===== src/design/sps_pkg.sv =====
// ----------------------------------------------------------------------------
// sps_pkg
// Shared widths, codes and types for the slotted page store.
// ----------------------------------------------------------------------------
package sps_pkg;

    // field widths of the item and result words
    localparam int KIND_W  = 2;
    localparam int SIDX_W  = 10;
    localparam int BIDX_W  = 12;
    localparam int RLEN_W  = 13;
    localparam int BYTE_W  = 8;
    localparam int STAT_W  = 4;
    localparam int LEN_W   = 13;
    localparam int FREE_W  = 13;

    // default page geometry
    localparam int DEF_PAGE_SIZE   = 4096;
    localparam int DEF_HEADER_SIZE = 16;
    localparam int DEF_SLOT_SIZE   = 4;
    localparam int DEF_MAX_SLOTS   = 1024;

    // request kinds
    localparam logic [KIND_W-1:0] K_INSERT = 2'd0;
    localparam logic [KIND_W-1:0] K_READ   = 2'd1;
    localparam logic [KIND_W-1:0] K_DELETE = 2'd2;
    localparam logic [KIND_W-1:0] K_CLEAR  = 2'd3;

    // result status codes
    localparam logic [STAT_W-1:0] ST_DONE    = 4'd0;
    localparam logic [STAT_W-1:0] ST_TAKEN   = 4'd1;
    localparam logic [STAT_W-1:0] ST_NOROOM  = 4'd2;
    localparam logic [STAT_W-1:0] ST_DISCARD = 4'd3;
    localparam logic [STAT_W-1:0] ST_READOK  = 4'd4;
    localparam logic [STAT_W-1:0] ST_NOREC   = 4'd5;
    localparam logic [STAT_W-1:0] ST_BEYOND  = 4'd6;
    localparam logic [STAT_W-1:0] ST_DELETED = 4'd7;
    localparam logic [STAT_W-1:0] ST_CLEARED = 4'd8;

    // controller to datapath commands
    typedef struct packed {
        logic latch;   // word accepted: capture fields, read slot directory
        logic eval;    // update page state, write stores, start page read
        logic load;    // move result into the output register
    } t_cmd;

endpackage


===== src/design/sps_ctrl.sv =====
// ----------------------------------------------------------------------------
// sps_ctrl
// Sequencer for the page store: accept, evaluate, load result.
// ----------------------------------------------------------------------------
module sps_ctrl
    import sps_pkg::*;
(
    input  logic i_clk,
    input  logic i_rst_n,
    input  logic i_valid,
    output logic o_ready,
    output logic o_valid,
    input  logic i_ready,
    output t_cmd o_cmd
);

    localparam logic [1:0] S_IDLE = 2'd0;
    localparam logic [1:0] S_EVAL = 2'd1;
    localparam logic [1:0] S_FIN  = 2'd2;

    logic [1:0] r_state, n_state;
    logic       r_out_valid, n_out_valid;
    logic       out_free;
    logic       accept;
    logic       load;

    always_comb begin
        out_free = !r_out_valid || i_ready;
        o_ready  = (r_state == S_IDLE) || ((r_state == S_FIN) && out_free);
        accept   = i_valid && o_ready;
        n_state  = r_state;
        load     = 1'b0;
        case (r_state)
            S_IDLE: begin
                if (accept) n_state = S_EVAL;
            end
            S_EVAL: begin
                n_state = S_FIN;
            end
            S_FIN: begin
                // next word may enter on the same edge the result leaves
                if (out_free) begin
                    load    = 1'b1;
                    n_state = accept ? S_EVAL : S_IDLE;
                end
            end
            default: begin
                n_state = S_IDLE;
            end
        endcase
        n_out_valid = load ? 1'b1 : (i_ready ? 1'b0 : r_out_valid);
    end

    always_ff @(posedge i_clk) begin
        if (!i_rst_n) begin
            r_state     <= S_IDLE;
            r_out_valid <= 1'b0;
        end else begin
            r_state     <= n_state;
            r_out_valid <= n_out_valid;
        end
    end

    assign o_valid     = r_out_valid;
    assign o_cmd.latch = accept;
    assign o_cmd.eval  = (r_state == S_EVAL);
    assign o_cmd.load  = load;

`ifndef SYNTHESIS
    a_eval_then_fin: assert property (@(posedge i_clk) disable iff (!i_rst_n)
        (r_state == S_EVAL) |=> (r_state == S_FIN))
        else $error("evaluate step not followed by result step");
    a_load_sets_valid: assert property (@(posedge i_clk) disable iff (!i_rst_n)
        load |=> r_out_valid)
        else $error("result loaded but output not valid");
    a_no_accept_busy: assert property (@(posedge i_clk) disable iff (!i_rst_n)
        accept |-> (r_state == S_IDLE || r_state == S_FIN))
        else $error("word accepted while evaluating");
`endif

endmodule


===== config.mk =====
export PLATFORM = sky130hd
export DESIGN_NAME = sps_ctrl
export DESIGN_NICKNAME = d
export VERILOG_FILES = /design/src/design/sps_pkg.sv /design/src/design/sps_ctrl.sv
export SDC_FILE = /design/constraint.sdc
export NUM_CORES = 1
export LEC_CHECK = 0
export ABC_AREA = 0
export BUFFER_PORTS_ARGS = -buffer_cell sky130_fd_sc_hd__buf_2
export CORE_AREA = 2 2 39 41
export DETAILED_ROUTE_END_ITERATION = 8
export DIE_AREA = 0 0 41 43
export GPL_TIMING_DRIVEN = 0
export PLACE_DENSITY = 0.32
export SYNTH_ARGS = -nofsm -noshare
export SYNTH_HDL_FRONTEND = slang
export SYNTH_SLANG_ARGS = --single-unit
export TNS_END_PERCENT = 5

===== constraint.sdc =====
create_clock -name i_clk -period 2.8 [get_ports i_clk]
set_clock_uncertainty 0.2 [all_clocks]
set_input_delay 0.28 -clock i_clk [delete_from_list [all_inputs] [get_ports i_clk]]
set_output_delay 0.28 -clock i_clk [all_outputs]
set_load 0.005 [all_outputs]

==> results.sh <==
export IMPL_cts_root_buf="clkbuf_4"
export IMPL_slew_violations=0
export IMPL_reg2reg_slack_ps=1690
export IMPL_fmax_ghz=0.582
export IMPL_worst_path_stages=4
export IMPL_area_growth_pct=49.6
export IMPL_power_frac_comb_pct=11.7
export IMPL_synth_warnings=0
export IMPL_vias_per_cell=3.44
export IMPL_clock_power_share_pct=54.4
export IMPL_clockBufferDepth=2
export IMPL_crit_path_max_incr_delay_ps=340
export IMPL_ys_seq_elements=3
export IMPL_layout_cells_non_filler=45
export IMPL_synth_top_area_share_pct=34.5
export IMPL_startpoint="o_valid$_SDFFE_PN0P_"
export IMPL_drive_above_1_share_pct=58.6
export IMPL_syn_area_um2=174
export IMPL_clock_latency_ps=230
export IMPL_power_leakage_nw=0.122
export IMPL_cts_resized=0
export IMPL_die_h_um=43
export IMPL_crit_family="simple AND/OR/NAND/NOR gates"
export IMPL_min_period_ps=1720
export IMPL_crit_required_ps=2320
export IMPL_diodes=0
export IMPL_nets=34
export IMPL_cts_tree="built"
export IMPL_row_count=14
export IMPL_grt_overflow_total=0
export IMPL_avgRoutedWirePerCell_um=8.16
export IMPL_nFillCells=164
export IMPL_synth_cell_types=12
export IMPL_dr_first_iter_drc_count=0
export IMPL_worstSetupEndpoint="o_cmd[0]"
export IMPL_grt_usage_pct=5.61
export IMPL_path_cells="or2b_2, nor2b_1, buf_4, buf_2"
export IMPL_setup_viol_count_final=0
export IMPL_avgSynthCellArea_um2=10.2
export IMPL_die_area_um2=1760
export IMPL_gp_congestion=0.636
export IMPL_outcome="finished, final reports clean"
export IMPL_grt_max_degree=7
export IMPL_htree_levels=1
export IMPL_drc=0
export IMPL_grt_pass1_wl_um=607
export IMPL_p_switching_mw=0.0291
export IMPL_endpoint_kind="output pin"
export IMPL_min_period_over_period_pct=61.4
export IMPL_start_util_pct=12.6
export IMPL_vias=155
export IMPL_cts_hold_buffers=0
export IMPL_cts_made_buffers=3
export IMPL_seq_power_share_pct=33.9
export IMPL_postCtsSetupBuffers=0
export IMPL_core_um2=1380
export IMPL_slowest_stage="dfxtp_1"
export IMPL_holdCritPathClass="input port to flop"
export IMPL_irDropWorstVdd_mv=0.149
export IMPL_ios=9
export IMPL_rsz0062_at_grt="false"
export IMPL_seq_area_um2=60.1
export IMPL_cts_sinks=3
export IMPL_io_buffers=8
export IMPL_power_internal_mw=0.109
export IMPL_power_mw=0.138
export IMPL_cp_max_fo=4
export IMPL_syn_num_nets=21
export IMPL_r2r_cells=2
export IMPL_post_dp_hpwl_um=297
export IMPL_multi_input_area_um2=91.3
export IMPL_grt_pass1_vias=172
export IMPL_drt_wl_total_um=367
export IMPL_r2r_end="r_state[1]$_SDFFE_PN0P_"
export IMPL_yosysSeqAreaShare_pct=34.5
export IMPL_ant_nets=0
export IMPL_arrival_ps=1240
export IMPL_die_w_um=41
export IMPL_synth_area_top_cells="dfxtp_1 35%, buf_4 13%, nor4bb_2 9.4%"
export IMPL_hold_viol=0
export IMPL_drv_cap=0
export IMPL_tns_ps=0
export IMPL_start_kind="flop"
export IMPL_syn_inst=17
export IMPL_dp_cells=41
export IMPL_cts_clk_slew_worst_paths_ps=40
export IMPL_switching_share_pct=21.0
export IMPL_drtPass1Iterations=1
export IMPL_yosysTopAreaCell="dfxtp_1"
export IMPL_worst_path_buf_inv=2
export IMPL_timing_slew_headroom_pct=88.1
export IMPL_holdWs_ps=102
export IMPL_antenna_found_initial=0
export IMPL_worstSetupPathType="flop to output pin"
export IMPL_rr_startpoint="r_state[0]$_SDFFE_PN0P_"
export IMPL_worstMarginPinSlew_ps=176
export IMPL_power_density_nw_per_um2=531
[layout make-up]
cell class                      count  share of cell area (%)
Multi-Input combinational cell     11                    35.1
Sequential cell                     3                    23.1
Timing Repair Buffer                8                    15.4
Clock buffer                        4                    10.1
Buffer                              3                    8.65
Tap cell                           16                    7.69
[worst min path at each step]
stage	startpoint	to	slack, ps	depth (start not counted)
5_1_grt	i_rst_n	r_state[1]$_SDFFE_PN0P_	110	2
6_report	i_rst_n	r_state[1]$_SDFFE_PN0P_	100	2
4_1_cts	i_rst_n	r_state[1]$_SDFFE_PN0P_	90	2
2_1_floorplan	i_rst_n	r_state[1]$_SDFFE_PN0P_	200	1
3_5_place_dp	r_state[0]$_SDFFE_PN0P_	r_state[0]$_SDFFE_PN0P_	310	1
3_3_place_gp	r_state[0]$_SDFFE_PN0P_	r_state[0]$_SDFFE_PN0P_	310	1
[synth_stat cells]
library cell and n:
buf_4 3, dfxtp_1 3, nor2b_1 2, a21boi_0 1, and3b_1 1, and4bb_2 1, nand2b_1 1, nor2_1 1
nor3b_1 1, nor4bb_2 1, o21a_1 1, or2b_2 1
[stage by stage]
step	util, %	area, um^2	setup WS [ps]
finish	18.8	260	1080
global route	18.8	260	1020
CTS	18.8	260	1060
detailed placement	16.9	234	1280
global placement	16.9	234	1280
floorplan	-	174	1440
[registers in the layout (all words and copies together), names as in the netlist]
signal and cells:
o_valid 1, r_state 2
[cells by family after synthesis]
| kind of cell | share of synthesized area, % |
|---|---|
| AO/OA/AOI/OAI | 8.64 |
| buffers and inverters | 12.9 |
| flip-flops | 34.5 |
| AND/OR/NAND/NOR | 43.9 |
[power groups by stage]
stage,Clock [mW],Sequential [mW],Combinational (mW)
after floorplan,0,0.0471,0.00945
after global placement,0,0.0475,0.0160
after detailed placement,0,0.0476,0.0165
after CTS,0.0804,0.0469,0.0165
after global routing,0.0820,0.0472,0.0179
final,0.0751,0.0469,0.0162
[per-layer routing]
metal | track usage, % | vias to the layer above | share of wire (%)
li1 | - | 79 | -
met3 | 2.09 | 0 | 11
met2 | 6.25 | 8 | 41
met4 | 8.00 | 0 | 0
met1 | 6.39 | 68 | 48
met5 | 0 | - | 0
[worst register-to-register path, stage by stage (launching register included)]
cell	delay, ps
dfxtp_1	400
and4bb_2	250
o21a_1	160
[layout by cell type (no fill, tap or decap)]
master    netlist  final
o21a_1          1      1
nor4bb_2        1      1
nand2b_1        1      1
buf_4           3      3
dfxtp_1         3      3
and4bb_2        1      1
clkbuf_4        0      3
nor3b_1         1      1
nor2_1          1      1
a21boi_0        1      1
and3b_1         1      1
buf_2           0      8
or2b_2          1      1
nor2b_1         2      2
clkbuf_1        0      1
Note: power is estimated with default switching activity, not from simulation.
